--- config.mk ---
export PLATFORM = sky130hd
export DESIGN_NAME = hdlc_frame_encoder_crc16_flat
export DESIGN_NICKNAME = d
export VERILOG_FILES = /design/src/hw/rtl/hfe_pkg.sv /design/src/hw/rtl/hfe_channels.sv /design/src/hw/rtl/hfe_front.sv /design/src/hw/rtl/hfe_queue.sv /design/src/hw/rtl/hfe_back.sv /design/src/hw/rtl/hdlc_frame_encoder_crc16.sv /design/src/flat_wrapper.sv
export VERILOG_INCLUDE_DIRS = /design/src /design/src/hw/rtl
export SDC_FILE = /design/constraint.sdc
export NUM_CORES = 1
export LEC_CHECK = 0
export BUFFER_PORTS_ARGS = -buffer_cell sky130_fd_sc_hd__buf_4
export CORE_ASPECT_RATIO = 1.4
export CORE_UTILIZATION = 39
export DETAILED_ROUTE_END_ITERATION = 10
export GPL_ROUTABILITY_DRIVEN = 1
export SLEW_MARGIN = 20
export SYNTH_ARGS = -nofsm -noshare
export SYNTH_HDL_FRONTEND = slang
export SYNTH_SLANG_ARGS = --single-unit
--- constraint.sdc ---
create_clock -name clk -period 3.4 [get_ports clk]
set_clock_uncertainty 0.05 [all_clocks]
set_input_delay 0.68 -clock clk [delete_from_list [all_inputs] [get_ports clk]]
set_output_delay 0.68 -clock clk [all_outputs]
set_load 0.005 [all_outputs]
--- src/hw/rtl/hdlc_frame_encoder_crc16_macros.svh ---
// Assertion macros shared by the frame encoder modules.
`ifndef HDLC_FRAME_ENCODER_CRC16_MACROS_SVH
`define HDLC_FRAME_ENCODER_CRC16_MACROS_SVH

// The consequent must hold in the same cycle as the antecedent.
`define HFE_ASSERT_SAME(label, clk, rst_n, ante, cons) \
    label: assert property (@(posedge clk) disable iff (!rst_n) (ante) |-> (cons)) \
        else $error("frame encoder assertion failed");

// The consequent must hold in the cycle after the antecedent.
`define HFE_ASSERT_NEXT(label, clk, rst_n, ante, cons) \
    label: assert property (@(posedge clk) disable iff (!rst_n) (ante) |=> (cons)) \
        else $error("frame encoder assertion failed");

`endif

--- src/hw/rtl/hfe_pkg.sv ---
`default_nettype none

package hfe_pkg;

    localparam logic [7:0]  FLAG_BYTE = 8'h7E;
    localparam logic [7:0]  ESC_BYTE  = 8'h7D;
    localparam logic [7:0]  ESC_FLAG  = 8'h5E;
    localparam logic [7:0]  ESC_ESC   = 8'h5D;
    localparam logic [15:0] CRC_INIT  = 16'hFFFF;
    localparam logic [15:0] CRC_POLY  = 16'h8408;

    localparam int QUEUE_DEPTH = 4;

    // One classified payload byte, as handed from the front to the back.
    typedef struct packed {
        logic        open_flag;
        logic        escape;
        logic [7:0]  data_byte;
        logic        last_byte;
        logic [15:0] fcs;
    } job_t;

    // Bitwise CRC-16/X-25 update over one byte, least significant bit first.
    function automatic logic [15:0] crc_update(logic [15:0] crc, logic [7:0] b);
        logic [15:0] c;
        c = crc ^ {8'h00, b};
        for (int k = 0; k < 8; k++) begin
            c = c[0] ? ((c >> 1) ^ CRC_POLY) : (c >> 1);
        end
        return c;
    endfunction

    function automatic logic needs_escape(logic [7:0] b);
        return (b == FLAG_BYTE) || (b == ESC_BYTE);
    endfunction

    function automatic logic [7:0] escaped_byte(logic [7:0] b);
        return (b == FLAG_BYTE) ? ESC_FLAG : ESC_ESC;
    endfunction

endpackage

`default_nettype wire

--- src/hw/rtl/hfe_channels.sv ---
`default_nettype none

interface hfe_in_if;
    logic       valid;
    logic       ready;
    logic [7:0] data_byte;
    logic       last_byte;

    modport source (output valid, output data_byte, output last_byte, input ready);
    modport sink   (input valid, input data_byte, input last_byte, output ready);
endinterface

interface hfe_out_if;
    logic       valid;
    logic       ready;
    logic [7:0] out_byte;
    logic       out_last;

    modport source (output valid, output out_byte, output out_last, input ready);
    modport sink   (input valid, input out_byte, input out_last, output ready);
endinterface

interface hfe_cfg_if;
    logic valid;
    logic ready;
    logic opening_flag_enable;

    modport source (output valid, output opening_flag_enable, input ready);
    modport sink   (input valid, input opening_flag_enable, output ready);
endinterface

`default_nettype wire

--- src/hw/rtl/hfe_front.sv ---
`default_nettype none
`include "hdlc_frame_encoder_crc16_macros.svh"

module hfe_front (
    input  wire logic    clk,
    input  wire logic    rst_n,
    hfe_in_if.sink       frame_in,
    hfe_cfg_if.sink      cfg,
    output hfe_pkg::job_t push_job,
    output logic         push_valid,
    input  wire logic    push_ready
);

    logic [15:0] crc_reg;
    logic [15:0] crc_next;
    logic        first_reg;
    logic        first_next;
    logic        flag_en_reg;
    logic        accept;
    logic [15:0] crc_upd;

    assign frame_in.ready = push_ready;
    assign cfg.ready      = 1'b1;
    assign accept         = frame_in.valid && push_ready;
    assign push_valid     = accept;

    assign crc_upd = hfe_pkg::crc_update(crc_reg, frame_in.data_byte);

    always_comb
    begin
        crc_next   = crc_reg;
        first_next = first_reg;
        if (accept)
        begin
            crc_next   = frame_in.last_byte ? hfe_pkg::CRC_INIT : crc_upd;
            first_next = frame_in.last_byte;
        end
    end

    always_comb
    begin
        push_job.open_flag = first_reg && flag_en_reg;
        push_job.escape    = !first_reg;
        push_job.data_byte = frame_in.data_byte;
        push_job.last_byte = frame_in.last_byte;
        push_job.fcs       = ~crc_upd;
    end

    always_ff @(posedge clk or negedge rst_n)
    begin
        if (!rst_n)
        begin
            crc_reg     <= hfe_pkg::CRC_INIT;
            first_reg   <= 1'b1;
            flag_en_reg <= 1'b1;
        end
        else
        begin
            crc_reg   <= crc_next;
            first_reg <= first_next;
            if (cfg.valid)
            begin
                flag_en_reg <= cfg.opening_flag_enable;
            end
        end
    end

    // The end of a frame must leave the checksum ready for the next one.
    `HFE_ASSERT_NEXT(a_frame_restart, clk, rst_n, accept && frame_in.last_byte, crc_reg == hfe_pkg::CRC_INIT && first_reg)

endmodule

`default_nettype wire

--- src/hw/rtl/hfe_queue.sv ---
`default_nettype none
`include "hdlc_frame_encoder_crc16_macros.svh"

module hfe_queue #(
    parameter int DEPTH = hfe_pkg::QUEUE_DEPTH
) (
    input  wire logic          clk,
    input  wire logic          rst_n,
    input  wire logic          push_valid,
    output logic               push_ready,
    input  wire hfe_pkg::job_t push_job,
    output logic               pop_valid,
    input  wire logic          pop_ready,
    output hfe_pkg::job_t      pop_job
);

    localparam int PW = (DEPTH > 1) ? $clog2(DEPTH) : 1;
    localparam int CW = $clog2(DEPTH + 1);

    hfe_pkg::job_t  mem_reg [DEPTH];
    logic [PW-1:0]  wr_ptr_reg;
    logic [PW-1:0]  wr_ptr_next;
    logic [PW-1:0]  rd_ptr_reg;
    logic [PW-1:0]  rd_ptr_next;
    logic [CW-1:0]  count_reg;
    logic [CW-1:0]  count_next;
    logic           do_push;
    logic           do_pop;

    assign push_ready = (count_reg != CW'(DEPTH));
    assign pop_valid  = (count_reg != '0);
    assign pop_job    = mem_reg[rd_ptr_reg];
    assign do_push    = push_valid && push_ready;
    assign do_pop     = pop_valid && pop_ready;

    always_comb
    begin
        wr_ptr_next = wr_ptr_reg;
        rd_ptr_next = rd_ptr_reg;
        count_next  = count_reg;
        if (do_push)
        begin
            wr_ptr_next = (wr_ptr_reg == PW'(DEPTH - 1)) ? '0 : wr_ptr_reg + 1'b1;
        end
        if (do_pop)
        begin
            rd_ptr_next = (rd_ptr_reg == PW'(DEPTH - 1)) ? '0 : rd_ptr_reg + 1'b1;
        end
        if (do_push && !do_pop)
        begin
            count_next = count_reg + 1'b1;
        end
        else if (do_pop && !do_push)
        begin
            count_next = count_reg - 1'b1;
        end
    end

    always_ff @(posedge clk or negedge rst_n)
    begin
        if (!rst_n)
        begin
            wr_ptr_reg <= '0;
            rd_ptr_reg <= '0;
            count_reg  <= '0;
        end
        else
        begin
            wr_ptr_reg <= wr_ptr_next;
            rd_ptr_reg <= rd_ptr_next;
            count_reg  <= count_next;
        end
    end

    always_ff @(posedge clk)
    begin
        if (do_push)
        begin
            mem_reg[wr_ptr_reg] <= push_job;
        end
    end

    `HFE_ASSERT_SAME(a_count_bound, clk, rst_n, 1'b1, count_reg <= CW'(DEPTH))

endmodule

`default_nettype wire

--- src/hw/rtl/hfe_back.sv ---
`default_nettype none
`include "hdlc_frame_encoder_crc16_macros.svh"

module hfe_back (
    input  wire logic          clk,
    input  wire logic          rst_n,
    input  wire logic          job_valid,
    input  wire hfe_pkg::job_t job,
    output logic               job_pop,
    hfe_out_if.source          frame_out
);

    typedef enum logic [3:0] {
        PH_START,
        PH_FLAG,
        PH_DATA,
        PH_DATA_ESC,
        PH_FCS_LO,
        PH_FCS_LO_ESC,
        PH_FCS_HI,
        PH_FCS_HI_ESC,
        PH_CLOSE
    } phase_t;

    phase_t     phase_reg;
    phase_t     phase_next;
    phase_t     phase_eff;
    logic       out_valid_reg;
    logic       out_valid_next;
    logic [7:0] out_byte_reg;
    logic [7:0] out_byte_next;
    logic       out_last_reg;
    logic       out_last_next;
    logic       load;
    logic       out_is_last;
    logic       close_load;

    assign frame_out.valid    = out_valid_reg;
    assign frame_out.out_byte = out_byte_reg;
    assign frame_out.out_last = out_last_reg;

    // The output register takes a new byte whenever it is empty or being drained.
    assign load = !out_valid_reg || frame_out.ready;

    assign out_is_last = out_valid_reg && out_last_reg;
    assign close_load  = load && job_valid && (phase_eff == PH_CLOSE);

    always_comb
    begin
        if (phase_reg == PH_START)
        begin
            phase_eff = job.open_flag ? PH_FLAG : PH_DATA;
        end
        else
        begin
            phase_eff = phase_reg;
        end
    end

    always_comb
    begin
        phase_next     = phase_reg;
        out_valid_next = out_valid_reg;
        out_byte_next  = out_byte_reg;
        out_last_next  = out_last_reg;
        job_pop        = 1'b0;
        if (load)
        begin
            out_valid_next = job_valid;
            if (job_valid)
            begin
                out_last_next = 1'b0;
                unique case (phase_eff) inside
                    PH_FLAG:
                    begin
                        out_byte_next = hfe_pkg::FLAG_BYTE;
                        phase_next    = PH_DATA;
                    end
                    PH_DATA, PH_DATA_ESC:
                    begin
                        if (phase_eff == PH_DATA && job.escape
                            && hfe_pkg::needs_escape(job.data_byte))
                        begin
                            out_byte_next = hfe_pkg::ESC_BYTE;
                            phase_next    = PH_DATA_ESC;
                        end
                        else
                        begin
                            out_byte_next = (phase_eff == PH_DATA_ESC)
                                ? hfe_pkg::escaped_byte(job.data_byte) : job.data_byte;
                            if (job.last_byte)
                            begin
                                phase_next = PH_FCS_LO;
                            end
                            else
                            begin
                                phase_next = PH_START;
                                job_pop    = 1'b1;
                            end
                        end
                    end
                    PH_FCS_LO:
                    begin
                        if (hfe_pkg::needs_escape(job.fcs[7:0]))
                        begin
                            out_byte_next = hfe_pkg::ESC_BYTE;
                            phase_next    = PH_FCS_LO_ESC;
                        end
                        else
                        begin
                            out_byte_next = job.fcs[7:0];
                            phase_next    = PH_FCS_HI;
                        end
                    end
                    PH_FCS_LO_ESC:
                    begin
                        out_byte_next = hfe_pkg::escaped_byte(job.fcs[7:0]);
                        phase_next    = PH_FCS_HI;
                    end
                    PH_FCS_HI:
                    begin
                        if (hfe_pkg::needs_escape(job.fcs[15:8]))
                        begin
                            out_byte_next = hfe_pkg::ESC_BYTE;
                            phase_next    = PH_FCS_HI_ESC;
                        end
                        else
                        begin
                            out_byte_next = job.fcs[15:8];
                            phase_next    = PH_CLOSE;
                        end
                    end
                    PH_FCS_HI_ESC:
                    begin
                        out_byte_next = hfe_pkg::escaped_byte(job.fcs[15:8]);
                        phase_next    = PH_CLOSE;
                    end
                    PH_CLOSE:
                    begin
                        out_byte_next = hfe_pkg::FLAG_BYTE;
                        out_last_next = 1'b1;
                        phase_next    = PH_START;
                        job_pop       = 1'b1;
                    end
                    default:
                    begin
                        phase_next = PH_START;
                    end
                endcase
            end
        end
    end

    always_ff @(posedge clk or negedge rst_n)
    begin
        if (!rst_n)
        begin
            phase_reg     <= PH_START;
            out_valid_reg <= 1'b0;
            out_byte_reg  <= '0;
            out_last_reg  <= 1'b0;
        end
        else
        begin
            phase_reg     <= phase_next;
            out_valid_reg <= out_valid_next;
            out_byte_reg  <= out_byte_next;
            out_last_reg  <= out_last_next;
        end
    end

    // A job stays at the head of the queue until its last output byte is produced.
    `HFE_ASSERT_SAME(a_job_held, clk, rst_n, phase_reg != PH_START, job_valid)
    `HFE_ASSERT_SAME(a_last_is_flag, clk, rst_n, out_is_last, out_byte_reg == hfe_pkg::FLAG_BYTE)
    `HFE_ASSERT_NEXT(a_close_resets, clk, rst_n, close_load, phase_reg == PH_START)

endmodule

`default_nettype wire

--- src/hw/rtl/hdlc_frame_encoder_crc16.sv ---
// Channel    Direction  Payload                        Transfer when
// frame_in   in         data_byte[7:0], last_byte      valid && ready
// frame_out  out        out_byte[7:0], out_last        valid && ready
// cfg        in         opening_flag_enable            valid && ready (ready is always high)
//
// Each input byte becomes one to seven output bytes, one output byte per cycle while the
// output is ready; an escaped byte is sent as the escape byte and then its escaped form.
// The back-end byte sequencer sets the rate; the front accepts while the job queue has room.
// Reset puts the checksum at 0xFFFF, marks the next byte as a frame start and sets the
// opening flag enable; the queue and output register come up empty.
// A stall on frame_out fills the job queue before frame_in ready drops.
`default_nettype none

module hdlc_frame_encoder_crc16 #(
    parameter int QUEUE_DEPTH = hfe_pkg::QUEUE_DEPTH
) (
    input  wire logic clk,
    input  wire logic rst_n,
    hfe_in_if.sink    frame_in,
    hfe_out_if.source frame_out,
    hfe_cfg_if.sink   cfg
);

    hfe_pkg::job_t push_job;
    hfe_pkg::job_t head_job;
    logic          push_valid;
    logic          push_ready;
    logic          head_valid;
    logic          head_pop;

    hfe_front u_front (
        .clk        (clk),
        .rst_n      (rst_n),
        .frame_in   (frame_in),
        .cfg        (cfg),
        .push_job   (push_job),
        .push_valid (push_valid),
        .push_ready (push_ready)
    );

    hfe_queue #(
        .DEPTH (QUEUE_DEPTH)
    ) u_queue (
        .clk        (clk),
        .rst_n      (rst_n),
        .push_valid (push_valid),
        .push_ready (push_ready),
        .push_job   (push_job),
        .pop_valid  (head_valid),
        .pop_ready  (head_pop),
        .pop_job    (head_job)
    );

    hfe_back u_back (
        .clk       (clk),
        .rst_n     (rst_n),
        .job_valid (head_valid),
        .job       (head_job),
        .job_pop   (head_pop),
        .frame_out (frame_out)
    );

endmodule

`default_nettype wire
--- src/flat_wrapper.sv ---
// flat-port wrapper written by rule: the top's interface ports become plain ports
module hdlc_frame_encoder_crc16_flat 
#(
    parameter int QUEUE_DEPTH = hfe_pkg::QUEUE_DEPTH
)
  (clk, rst_n, frame_in_valid, frame_in_data_byte, frame_in_last_byte, frame_in_ready, frame_out_valid, frame_out_out_byte, frame_out_out_last, frame_out_ready, cfg_valid, cfg_opening_flag_enable, cfg_ready);
  hfe_in_if frame_in_i ();
  hfe_out_if frame_out_i ();
  hfe_cfg_if cfg_i ();
  input  wire logic clk;
  input  wire logic rst_n;
  input wire logic [$bits(frame_in_i.valid)-1:0] frame_in_valid;
  input wire logic [$bits(frame_in_i.data_byte)-1:0] frame_in_data_byte;
  input wire logic [$bits(frame_in_i.last_byte)-1:0] frame_in_last_byte;
  output wire logic [$bits(frame_in_i.ready)-1:0] frame_in_ready;
  output wire logic [$bits(frame_out_i.valid)-1:0] frame_out_valid;
  output wire logic [$bits(frame_out_i.out_byte)-1:0] frame_out_out_byte;
  output wire logic [$bits(frame_out_i.out_last)-1:0] frame_out_out_last;
  input wire logic [$bits(frame_out_i.ready)-1:0] frame_out_ready;
  input wire logic [$bits(cfg_i.valid)-1:0] cfg_valid;
  input wire logic [$bits(cfg_i.opening_flag_enable)-1:0] cfg_opening_flag_enable;
  output wire logic [$bits(cfg_i.ready)-1:0] cfg_ready;
  assign frame_in_i.valid = frame_in_valid;
  assign frame_in_i.data_byte = frame_in_data_byte;
  assign frame_in_i.last_byte = frame_in_last_byte;
  assign frame_in_ready = frame_in_i.ready;
  assign frame_out_valid = frame_out_i.valid;
  assign frame_out_out_byte = frame_out_i.out_byte;
  assign frame_out_out_last = frame_out_i.out_last;
  assign frame_out_i.ready = frame_out_ready;
  assign cfg_i.valid = cfg_valid;
  assign cfg_i.opening_flag_enable = cfg_opening_flag_enable;
  assign cfg_ready = cfg_i.ready;
  hdlc_frame_encoder_crc16 #(.QUEUE_DEPTH(QUEUE_DEPTH)) u_core (.clk(clk), .rst_n(rst_n), .frame_in(frame_in_i), .frame_out(frame_out_i), .cfg(cfg_i));
endmodule
# --- Yosys cells after proc, flatten, opt, wreduce, memory -nomap -nowiden ---
# Memory sizes are Yosys's and may differ from the RTL's.
# Index checks and enable logic that the tools add are counted.
totals:
  mem_bits_rw: 108
  mem_count: 1
  reg_bits: 39
  out_inout_bits: 12
  in_bits: 15
  word_cells: 102
op_classes:
  reduce_logical: 24
  add_sub_neg: 4
  n_eq_ne: 17
  mux: 36
  bitwise: 10
memory_table:
  columns: ["memory", "words", "width", "rd", "rd_clocked_by_memory_dff", "write_ports", "line_no", "rtl"]
  rows:
  - ["u_core.u_queue.mem_reg", 4, 27, 1, 0, 1, "hfe_queue.sv:20", "hfe_pkg::job_t mem_reg [DEPTH];"]
op_table:
  columns: ["op", "count"]
  rows:
  - ["two-way mux 16 bit", 9]
  - ["== test 8 x 7 -> 1 bit (second input constant)", 6]
  - ["one-hot mux 8 bit (6 select lines)", 1]
  - ["two-way mux 8 bit", 4]
  - ["inverter 2 -> 3 bit", 8]
  - ["one-hot mux 4 bit (6 select lines)", 1]
  - ["== test 4 x 3 -> 1 bit (second input constant)", 4]
  - ["inverter 16 bit", 1]
  - ["XOR 16 x 8 -> 16 bit", 1]
  - ["two-way mux 2 bit", 7]
  - ["two-way mux 3 bit", 4]
  - ["== test 4 x 2 -> 1 bit (second input constant)", 2]
  - ["logical AND 1 bit", 8]
  - ["two-way mux 4 bit", 2]
  - ["two-way mux 1 bit", 7]
  - ["nonzero test 6 bit", 1]
  - ["adder 2 x 1 -> 2 bit (second input constant)", 2]
  - ["== test 2 bit (second input constant)", 2]
  - ["== test 4 x 1 -> 1 bit (second input constant)", 1]
  - ["== test 4 bit (second input constant)", 1]
  - ["zero test 1 bit", 4]
  - ["zero test 4 bit", 1]
  - ["logical OR 1 bit", 4]
  - ["OR reduction 2 bit", 2]
  - ["8 further kinds", 8]

# --- Longest topological paths before layout ---
# Gate-level depths: netlist of the first run.
depth:
  word_depth: 18
  ltp_mapped: 13
  depth_no_buf: 11

# --- Modules after synthesis ---
# A second synthesis of the first run with hierarchy kept.
hier_totals:
  hier_cells: 416
  area_unflattened_um2: 6630.1
modules_own_cells:
  columns: ["module", "cells_each", "seq_area_each_um2", "n_inst", "area_each_um2"]
  rows:
  - ["hfe_queue", 177, 3418.3, 1, 4330.4]
  - ["hfe_front", 98, 473.0, 1, 1154.9]
  - ["hfe_back", 141, 350.3, 1, 1144.8]

# --- Worst setup path after synthesis of the first run ---
# Ideal clock, no wire load.
synth_timing:
  path_type: "register -> register"
  from: "register u_core.u_queue.rd_ptr_reg[0]"
  to: "register u_core.u_queue.count_reg[2]"
  path_stages_with_launch: 13
  synth_period_minus_slack_ns: 3.063
  setup_ns: 0.079
  arrival_ns: 2.934
  required_time_ns: 3.271
  setup_slack_ns: 0.337
  n_path_buf: 1
  path_cell_list: "dfrtp_1 -> buf_6 -> mux4_2 -> nand4b_1 -> nor2_2 -> nand4_2 -> a41oi_2 -> ha_1 -> inv_1 -> fa_1 -> xor2_1 -> nor2_1 -> xor2_1"
synth_via:
  elab_chain_len: 14
  elab_cells_between_ends: 23
  cone_classes: "eq/ne (5); mux (8); reduce/logical (9); memory (1)"
synth_rtl:
  columns: ["element", "line_no", "rtl"]
  rows:
  - ["start: declaration", "hfe_queue.sv:23", "logic [PW-1:0] rd_ptr_reg;"]
  - ["start signal: assignment", "hfe_queue.sv:70", "rd_ptr_reg <= rd_ptr_next;"]
  - ["memory (4 x 27 bit) *", null, null]
  - ["two-way mux 2 bit", "hfe_back.sv:52", "phase_eff = job.open_flag ? PH_FLAG : PH_DATA;"]
  - ["two-way mux 4 bit", "hfe_back.sv:50", "if (phase_reg == PH_START)"]
  - ["== test 4 x 2 -> 1 bit", "hfe_back.sv:81", "if (phase_eff == PH_DATA && job.escape"]
  - ["logical AND 1 bit", "hfe_back.sv:81", null]
  - ["logical AND 1 bit", "hfe_back.sv:82", "&& hfe_pkg::needs_escape(job.data_byte))"]
  - ["two-way mux 1 bit", "hfe_back.sv:81", null]
  - ["one-hot mux 1 bit (2 select lines) *", "hfe_back.sv:73", "unique case (phase_eff) inside"]
  - ["two-way mux 1 bit *", "hfe_back.sv:70", "if (job_valid)"]
  - ["two-way mux 1 bit *", "hfe_back.sv:67", "if (load)"]
  - ["logical AND 1 bit *", "hfe_queue.sv:34", "assign do_pop = pop_valid && pop_ready;"]
  - ["zero test 1 bit", "hfe_queue.sv:49", "if (do_push && !do_pop)"]
  - ["logical AND 1 bit", "hfe_queue.sv:49", null]
  - ["two-way mux 3 bit or nonzero test 2 bit (tied branches)", null, null]
  - ["end signal: assignment", "hfe_queue.sv:71", "count_reg <= count_next;"]
  - ["end: declaration", "hfe_queue.sv:25", "logic [CW-1:0] count_reg;"]
# Every way passes the cells marked *; elsewhere a longest branch is shown, timed or not.
# A chain may end at the register's enable or synchronous reset.

# --- Final worst setup path of the first run ---
# Ends and elaborated chain as after synthesis.

==> results.yml, run 1 <==
run_status:
  status: "completed"
synthesis:
  synth-xor-area-share: 0.04576
  syn_area_um2: 6316
  yosysUniqueCellTypes: 51
  synth_compound_area_frac: 0.06616
  yosysSeqAreaShare: 0.6716
  netlist_instances: 407
  synthSimpleGateAreaFrac: 0.06240
  synth_async_sr_flop_share: 0.2653
  yosys.area.top_type: "edfxtp_1"
  synth_edf_count: 108
  synth_mux_area_frac: 0.1129
  synthTopCellsByArea: "edfxtp_1 51%, dfrtp_1 8.3%, dfstp_2 7.5%, mux4_2 7.1%, xnor2_1 3.5%"
  yosysWarnings: 0
  synth-adder-area-share: 0.01506
  synth_ff_type: "edfxtp_1"
  synth_top_family_by_area: "multiplexers"
  ys_seq_elements: 147
  avgSynthCellArea_um2: 15.52
  synth.top_cell.area_share: 0.5135
  synthesis.nets: 429
die:
  ios: 27
  chipHeight_um: 152.6
  num_rows: 54
  core-area_um2: 15680
  start_util: 0.4029
  dieArea_um2: 16720
  die_w_um: 109.6
worst_setup_path:
  critPathLaunchType: "flip-flop"
  crit_fanout: 9
  worstPathRequired_ps: 3690
  crit_cells: 11
  critPathKind: "reg2reg"
  crit_family: "simple AND/OR/NAND/NOR gates"
  max_stage_delay_ps: 540
  cp.arrival_ps: 3450
  cp_slowest_cell: "mux4_2"
  critPathBufInv: 1
  cpMostUsedCell: "xor2_1"
  reg2reg_depth: 11
  path_cells: "mux4_2 -> nand4b_1 -> nor2_2 -> nand4_2 -> a41oi_2 -> ha_1 -> inv_1 -> fa_1 -> xor2_1 -> nor2_1 -> xor2_1"
  crit_path_end_kind: "flip-flop"
min_path:
  hold_path_class: "in2async"
grt:
  grt_max_degree: 40
  grt_pass1_vias: 3687
  grt_usage: 0.1675
  grt_first_pass_wirelength_um: 20330
  globalRouteOverflowTotal: 0
  grt_antenna_before_repair: 0
timing:
  fin_tns_setup_ps: 0
  timing.fmax_mhz: 316.6
  drv_slew: 0
  finalCritPeriodShare: 0.9290
  slew_headroom: 0.4311
  finalCriticalPeriod_ps: 3159
  rsz0062_at_grt: "false"
  hold_violations: 0
  setup_viol_count_final: 0
  worst_slew_pin_slew_ps: 847.3
clock_tree:
  root_buffer: "clkbuf_16"
  htreeDepth: 4
  clkSinkCount: 147
  cts_hold_buffers: 0
  tritoncts: "yes"
  cts.path.max_buffers: 2
  clk_pin_slew_ps: 60
  cts_made_buffers: 17
  clk-insertion-delay-late_ps: 420
power:
  p_leak_uw: 0.002681
  comb_power_share: 0.354
  pwr-share-clk: 0.241
  finalPower_uw: 7686
  power_density_nw_per_um2: 1038
  seqPwrFrac: 0.405
  internal-power_uw: 5113
  p_sw_uw: 2574
  peakVddDrop_v: 0.0003971
  swShare: 0.3348
drt:
  wl_met1_um: 5130
  wl_per_cell_um: 19.39
  wl_um: 12840
  drt_pass1_iterations: 4
  dr_wl_met3_um: 391
  viasPerCell: 5.295
  antenna_left: 0
  routed.top_layer: "met4"
  wl_met2_um: 7045
  vias: 3505
  drt_iter0_drc: 274
  drc: 0
layout:
  drive_gt1_frac: 0.2768
  area_growth_pct: 17.27
  layout_commonest_cell: "edfxtp_1"
  largest_reg_flops: 108
  design_area_um2: 7407
  final_cell_mix: "108 x edfxtp_1, 45 x buf_4, 41 x nor2_1, 25 x xnor2_1, 20 x mux4_2"
  fin_nets: 475
  antenna_cells: 0
  fin_util: 0.4725
placed_design:
  globalplace.congestion: 0.8589
  numPortBuffers: 25
  place_area_um2: 6777
  dp_hpwl_um: 9048
run:
  maxCapViolations: 0
[stage by stage]
step | setup WS [ps] | instances | hold slack, ps
after floorplan | 337.0 | 407 | 334.4
after global placement | 226.0 | 626 | 412.6
after detailed placement | 132.9 | 626 | 421.5
after CTS | 110.9 | 658 | 214.4
after global routing | 16.21 | 662 | 221.4
final | 241.4 | 662 | 186.2
[layer usage]
metal	GRT usage	vias up
met4	0.06984	0
met5	0	-
met2	0.2956	86
li1	-	1627
met3	0.03764	19
met1	0.1916	1773
[repair_timing]
item,in CTS,in global routing
resized for setup,0,1
setup endpoints to repair,0,1
buffers inserted,0,4
endpoints found under the hold margin,0,0
[path summary, 6_finish.rpt]
path | slack [ps] | to | start
min in group clk | 430 | u_core.u_back.frame_out.out_last | u_core.u_back.frame_out.out_last
setup / recovery | 240 | u_core.u_queue.count_reg[2] | u_core.u_queue.rd_ptr_reg[0]
hold reg to reg | 430 | u_core.u_back.frame_out.out_last | u_core.u_back.frame_out.out_last
hold / removal | 190 | u_core.u_back.frame_out.valid | rst_n
max in group asynchronous | 2720 | u_core.u_queue.rd_ptr_reg[0] | rst_n
setup reg to reg | 240 | u_core.u_queue.count_reg[2] | u_core.u_queue.rd_ptr_reg[0]
[synth_stat cells, drive strengths merged (2+ instances only)]
library cell  number
nand4              2
nor3               4
nand2b             4
mux4              26
xor2               8
nor2b              2
a211oi             2
o21ai             14
nand2             14
inv               18
mux2               4
and2               2
dfrtp             21
clkbuf            10
buf                8
xnor2             25
a21o               5
a22o               2
o221ai             5
nand3              3
nor4               2
o211ai             2
and3               5
edfxtp           108
a211o              2
a31oi              5
mux2i              6
a31o               2
dfstp             18
nor2              42
a21oi             18
ha                 6
[final cells by class]
cell class | instances | area, µm²
clock buffers | 19 | 452.9
clock inverters | 13 | 146.4
fillers | 1358 | 8268
inverters | 18 | 67.56
multi-input cells | 224 | 1913
flip-flops and latches | 147 | 4244
well taps | 196 | 245.2
repair buffers | 45 | 337.8
[power by group through the flow]
stage	clock network, µW	registers [µW]	logic [µW]
finish	1860	3110	2720
CTS	1880	3120	2710
global placement	0	3130	2620
detailed placement	0	3160	2700
global route	1970	3180	2990
floorplan	0	3020	1940
[kinds of logic after synthesis]
kind of cell,after synthesis
flip-flops,147
AND/OR/NAND/NOR,84
AO/OA/AOI/OAI,63
multiplexers,36
buffers and inverters,36
XOR/XNOR,33
adder cells (fa/ha/maj),7
other,1
Power figures use the tool's default switching activity.
==> inputs of run 2 (changes only) <==
--- a/config.mk
+++ b/config.mk
@@ -6,11 +6,13 @@
 export SDC_FILE = /design/constraint.sdc
 export NUM_CORES = 1
 export LEC_CHECK = 0
+export ABC_AREA = 1
 export BUFFER_PORTS_ARGS = -buffer_cell sky130_fd_sc_hd__buf_4
 export CORE_ASPECT_RATIO = 1.4
-export CORE_UTILIZATION = 39
+export CORE_UTILIZATION = 25
 export DETAILED_ROUTE_END_ITERATION = 10
 export GPL_ROUTABILITY_DRIVEN = 1
+export HOLD_SLACK_MARGIN = 0.08
 export SLEW_MARGIN = 20
 export SYNTH_ARGS = -nofsm -noshare
 export SYNTH_HDL_FRONTEND = slang
==> run 2 against run 1 <==
First-iteration DRC count fell by 12%. Setup slack gained 230 ps. Critical path depth is 8 higher. Wire length is 21% higher. Synthesized cell count rose by 76%. Largest power group is now combinational logic. Die area is 71% higher.
==> results.yml, run 2 <==
worst_setup_path:
  critPathBufInv: 4
  startpoint: "u_core.u_queue.rd_ptr_reg[1]"
  reg2reg_slack_ps: 470
  worstPathRequired_ps: 3690
  path_cells: "inv_2 -> buf_4 -> nand3_1 -> nand2_1 -> nand2_1 -> nand2_1 -> nor2_1 -> nor2_1 -> nor2_1 -> nand3_1 -> nand2_2 -> inv_1 -> ha_1 -> inv_1 -> fa_1 -> nor2_1 -> nor2_1 -> nand2_1 -> xnor2_1"
  cp_slowest_cell: "fa_1"
  cpMostUsedCell: "nor2_1"
  critPathKind: "reg2reg"
  r2r-start: "u_core.u_queue.rd_ptr_reg[1]"
  timing.rr.end: "u_core.u_queue.count_reg[2]"
  crit_path_end_kind: "flip-flop"
  reg2reg_depth: 19
  cp.arrival_ps: 3220
  crit_family: "simple AND/OR/NAND/NOR gates"
  critPathLaunchType: "flip-flop"
  crit_cells: 19
  max_stage_delay_ps: 430
  crit_fanout: 15
  crit_end: "u_core.u_queue.count_reg[2]"
synthesis:
  synthTopCellsByArea: "edfxtp_1 46%, nand2_1 13%, dfrtp_1 7.5%, dfstp_2 6.8%, nand3_1 4.3%"
  yosys.area.top_type: "edfxtp_1"
  synth_edf_count: 108
  synth.cells.most_frequent: "239 x nand2_1, 108 x edfxtp_1, 73 x inv_1"
  yosysSeqAreaShare: 0.6072
  avgSynthCellArea_um2: 9.756
  syn_area_um2: 6985
  netlist_instances: 716
  synth_ff_type: "edfxtp_1"
  ys_seq_elements: 147
  synth.top_cell.area_share: 0.4643
  yosysWarnings: 0
  yosysMostFrequentCell: "nand2_1"
  synth_async_sr_flop_share: 0.2653
  yosysUniqueCellTypes: 43
  synthesis.nets: 738
layout:
  antenna_cells: 0
  largest_reg_flops: 108
  fin_nets: 776
  n_fill_cell: 2924
  final_cell_mix: "239 x nand2_1, 108 x edfxtp_1, 73 x inv_1, 60 x nand3_1, 43 x buf_4"
  final_cells: 1137
  design_area_um2: 8197
  area_growth_pct: 17.34
  fin_util: 0.2973
  layout_commonest_cell: "nand2_1"
  drive_gt1_frac: 0.1669
timing:
  hold_violations: 0
  slew_headroom: 0.4212
  finalCriticalPeriod_ps: 2926
  worst_slew_pin_slew_ps: 862.0
  timing.fmax_mhz: 341.8
  drv_slew: 0
  finalCritPeriodShare: 0.8605
  setup_viol_count_final: 0
  layout_setup_ws_ps: 474.4
  rsz0062_at_grt: "false"
  fin_tns_setup_ps: 0
power:
  power_density_nw_per_um2: 1007
  peakVddDrop_v: 0.0003262
  p_leak_uw: 0.003490
placed_design:
  dp_slack_ps: 413.2
  numPortBuffers: 25
  dp_hpwl_um: 11240
  globalplace.congestion: 0.8874
  place_area_um2: 7599
  place_inst: 1105
run_status:
  status: "completed"
clock_tree:
  root_buffer: "clkbuf_16"
  htreeDepth: 4
  cts_hold_buffers: 0
  cts_made_buffers: 17
  clkSinkCount: 147
  tritoncts: "yes"
  cts.path.max_buffers: 2
  clk-insertion-delay-late_ps: 420
  postCtsSetupBuffers: 0
  cts-resized-gates: 0
  clk_pin_slew_ps: 60
die:
  chipHeight_um: 199.8
  die_w_um: 143.3
  start_util: 0.2534
  num_rows: 72
  core-area_um2: 27570
  dieArea_um2: 28620
  ios: 27
grt:
  grt_pass1_vias: 4850
  grt_first_pass_wirelength_um: 24960
  grt_antenna_before_repair: 0
  grt_max_degree: 44
  grt_usage: 0.1181
  globalRouteOverflowTotal: 0
drt:
  wl_per_cell_um: 13.68
  vias: 4740
  antenna_left: 0
  viasPerCell: 4.169
  drc: 0
  drt_iter0_drc: 240
  drt_pass1_iterations: 4
  wl_um: 15550
min_path:
  hold_path_class: "in2async"
run:
  maxCapViolations: 0
==> run 2: cell types whose count changed in the layout (fill, tap and decap cells not counted), sizes merged, moves of 12 or more <==
cell and change:
nor2 +12, nand3 +60, nand2 +231, inv +62, xnor2 -13, mux4 -26
==> run 2: metrics by stage <==
step / total power [µW] / hold WS (ps)
floorplan: 5510 / 334.4
global placement: 6434 / 417.4
detailed placement: 6497 / 418.6
CTS: 8339 / 194.8
global route: 8897 / 222.0
finish: 8256 / 189.8
==> run 2: cell type report <==
type,instances,area [µm²],share of cell area
multi-input combinational,467,2272,0.2772
tap,370,462.9,0.05648
inverter,78,297.8,0.03633
clock inverter,11,83.83,0.01023
clock buffer,21,514.2,0.06274
sequential,147,4243,0.5176
timing repair buffer,43,322.8,0.03938
==> run 2: logic make-up (layout without fill, tap and decap cells) <==
| kind of cell | count (synthesis) | count (layout) | share of synthesized area |
|---|---|---|---|
| flops | 147 | 147 | 0.6072 |
| compound gates | 53 | 53 | 0.04155 |
| other cells | 1 | 1 | 0.0005368 |
| xor+xnor | 25 | 25 | 0.03349 |
| buf+inv | 102 | 153 | 0.06896 |
| simple gates | 379 | 379 | 0.2314 |
| fa+ha+maj | 7 | 7 | 0.01361 |
| mux | 2 | 2 | 0.003224 |
==> run 2: worst min-delay path by stage <==
| stage | from | endpoint |
|---|---|---|
| finish | rst_n | u_core.u_queue.rd_ptr_reg[1] |
| global route | rst_n | u_core.u_back.phase_reg[1] |
| CTS | rst_n | u_core.u_back.phase_reg[1] |
| detailed placement | u_core.u_back.frame_out.out_byte[0] | u_core.u_back.frame_out.out_byte[0] |
| global placement | u_core.u_back.frame_out.out_byte[1] | u_core.u_back.frame_out.out_byte[1] |
| floorplan | rst_n | u_core.u_back.frame_out.out_byte[0] |
==> run 2: power by group <==
part	internal (µW)	switching, µW	leakage, µW
clock network	1090	728	0.000297
logic	1060	2320	0.00176
registers	2830	216	0.00144
total	4990	3270	0.00349
==> run 2: metal layers <==
metal / global-route usage / vias to the layer above / share of wire
met2: 0.2266 / 66 / 0.55
met3: 0.02839 / 35 / 0.034
met1: 0.1148 / 2235 / 0.38
li1: - / 2404 / -
met5: 0 / - / 0
met4: 0.06501 / 0 / 0.037
==> inputs of run 3 (changes only) <==
--- a/config.mk
+++ b/config.mk
@@ -13,6 +13,7 @@
 export DETAILED_ROUTE_END_ITERATION = 10
 export GPL_ROUTABILITY_DRIVEN = 1
 export HOLD_SLACK_MARGIN = 0.08
+export SKIP_CTS_REPAIR_TIMING = 1
 export SLEW_MARGIN = 20
 export SYNTH_ARGS = -nofsm -noshare
 export SYNTH_HDL_FRONTEND = slang
==> constraint.sdc (replaced) <==
create_clock -name clk -period 3.25 [get_ports clk]
set_clock_uncertainty 0.05 [all_clocks]
set_input_delay 0.65 -clock clk [delete_from_list [all_inputs] [get_ports clk]]
set_output_delay 0.65 -clock clk [all_outputs]
set_load 0.005 [all_outputs]
==> run 3 against run 2 <==
Critical path depth fell by 4. Flip-flop and latch count did not move. Sequential power up 6%. First-iteration DRC count increased by 15%. Cell area rose by 0.11%. Non-clock buffer count down 1. Clock power increased by 8%. Sequential share of layout area barely moved. Global-route usage rose by 0.11 points. Clock-buffer cell count grew 1.
==> results.yml, run 3 (synthesis gave the netlist of run 2 again) <==
timing:
  finalCriticalPeriod_ps: 2920
  drv_slew: 0
  hold_violations: 0
  setup_viol_count_final: 0
  timing.fmax_mhz: 342.5
  finalCritPeriodShare: 0.8983
  worst_slew_pin_slew_ps: 702.4
  layout_setup_ws_ps: 330.4
  slew_headroom: 0.5284
  rsz0062_at_grt: "false"
  fin_tns_setup_ps: 0
drt:
  drc: 0
  wl_met1_um: 6042
  routed.top_layer: "met4"
  dr_wl_met3_um: 496
  wl_per_cell_um: 14.02
  antenna_left: 0
  wl_met2_um: 8739
  wl_um: 15950
  drt_iter0_drc: 277
  viasPerCell: 4.246
  vias: 4828
  drt_pass1_iterations: 5
power:
  power_density_nw_per_um2: 1062
  peakVddDrop_v: 0.0003300
  p_sw_uw: 3412
  seqPwrFrac: 0.370
  internal-power_uw: 5300
  comb_power_share: 0.404
  pwr-share-clk: 0.226
  swShare: 0.3916
  p_leak_uw: 0.003490
clock_tree:
  root_buffer: "clkbuf_16"
  htreeDepth: 4
  tritoncts: "yes"
  clk_pin_slew_ps: 60
  clk-insertion-delay-late_ps: 420
  cts.path.max_buffers: 2
  cts_made_buffers: 17
  clkSinkCount: 147
placed_design:
  dp_slack_ps: 166.2
  globalplace.congestion: 0.8668
  numPortBuffers: 25
  dp_hpwl_um: 11630
die:
  dieArea_um2: 28620
  ios: 27
  num_rows: 72
  die_w_um: 143.3
  core-area_um2: 27570
  chipHeight_um: 199.8
  start_util: 0.2534
run:
  maxCapViolations: 0
worst_setup_path:
  crit_path_end_kind: "flip-flop"
  critPathKind: "reg2reg"
  crit_fanout: 28
  critPathLaunchType: "flip-flop"
  cp.arrival_ps: 3170
  worstPathRequired_ps: 3500
layout:
  final_cell_mix: "239 x nand2_1, 108 x edfxtp_1, 73 x inv_1, 60 x nand3_1"
  largest_reg_flops: 108
  drive_gt1_frac: 0.1645
  fin_nets: 775
  n_fill_cell: 2901
  area_growth_pct: 17.46
  layout_commonest_cell: "nand2_1"
grt:
  grt_usage: 0.1192
  grt_pass1_vias: 4788
  grt_first_pass_wirelength_um: 25280
  grt_antenna_before_repair: 0
  grt_max_degree: 40
  globalRouteOverflowTotal: 0
run_status:
  status: "completed"
min_path:
  hold_path_class: "in2async"
[run 3: final cells by class]
| type | count | area, µm² | area share |
|---|---|---|---|
| clock inverter | 10 | 118.9 | 0.01449 |
| timing repair buffer | 42 | 315.3 | 0.03843 |
| inverter | 78 | 297.8 | 0.03629 |
| sequential | 147 | 4245 | 0.5174 |
| multi-input combinational | 467 | 2277 | 0.2775 |
| clock buffer | 22 | 485.5 | 0.05916 |
| tap | 370 | 462.9 | 0.05642 |
| antenna | 1 | 2.502 | 0.0003050 |
[run 3: per-stage QoR]
stage | utilization | hold WS [ps] | total power, µW | std cells | area [µm²]
after CTS | 0.2973 | 178.7 | 8795 | 1136 | 8195
after global routing | 0.2976 | 194.2 | 9321 | 1136 | 8203
after floorplan | - | 304.4 | 5765 | 716 | 6985
after global placement | 0.2754 | 414.6 | 6741 | 1104 | 7591
final | 0.2977 | 166.0 | 8712 | 1137 | 8205
after detailed placement | 0.2754 | 419.5 | 6807 | 1104 | 7591
[run 3: worst max-delay path, stage by stage, from the launching register on]
cell and delay [ps]:
dfrtp_4 580, inv_6 220, nand2_1 80, nand2_1 60, nand2_1 40, nand2_1 110
nand2_1 100, nor3_2 210, nand3_1 150, nand3_1 110, nand2_2 80, inv_1 60
ha_1 140, inv_1 70, fa_1 460, mux2_2 270
[run 3: path summary, 6_finish.rpt]
check                           slack (ps)                           startpoint                                  end  cells after the start
worst max-delay path                   330         u_core.u_queue.rd_ptr_reg[0]          u_core.u_queue.count_reg[1]                     15
worst min-delay path                   170                                rst_n        u_core.u_back.frame_out.valid                      1
worst max register to register         330         u_core.u_queue.rd_ptr_reg[0]          u_core.u_queue.count_reg[1]                     15
worst min register to register         430  u_core.u_back.frame_out.out_byte[6]  u_core.u_back.frame_out.out_byte[6]                      2
max in group asynchronous             2580                                rst_n         u_core.u_queue.rd_ptr_reg[0]                      1
min in group clk                       370                      frame_out_ready        u_core.u_back.frame_out.valid                      2
[run 3: metal layers]
metal  GRT usage  up-vias
met2      0.2331       82
li1            -     2411
met4     0.06580        0
met1      0.1174     2304
met3     0.02028       31
met5           0        -
[run 3: power groups by stage]
stage | clock network [µW] | logic (µW) | registers [µW]
floorplan | 0 | 2590 | 3180
global placement | 0 | 3500 | 3240
detailed placement | 0 | 3550 | 3250
CTS | 2010 | 3560 | 3220
global route | 2080 | 3960 | 3280
finish | 1970 | 3520 | 3220
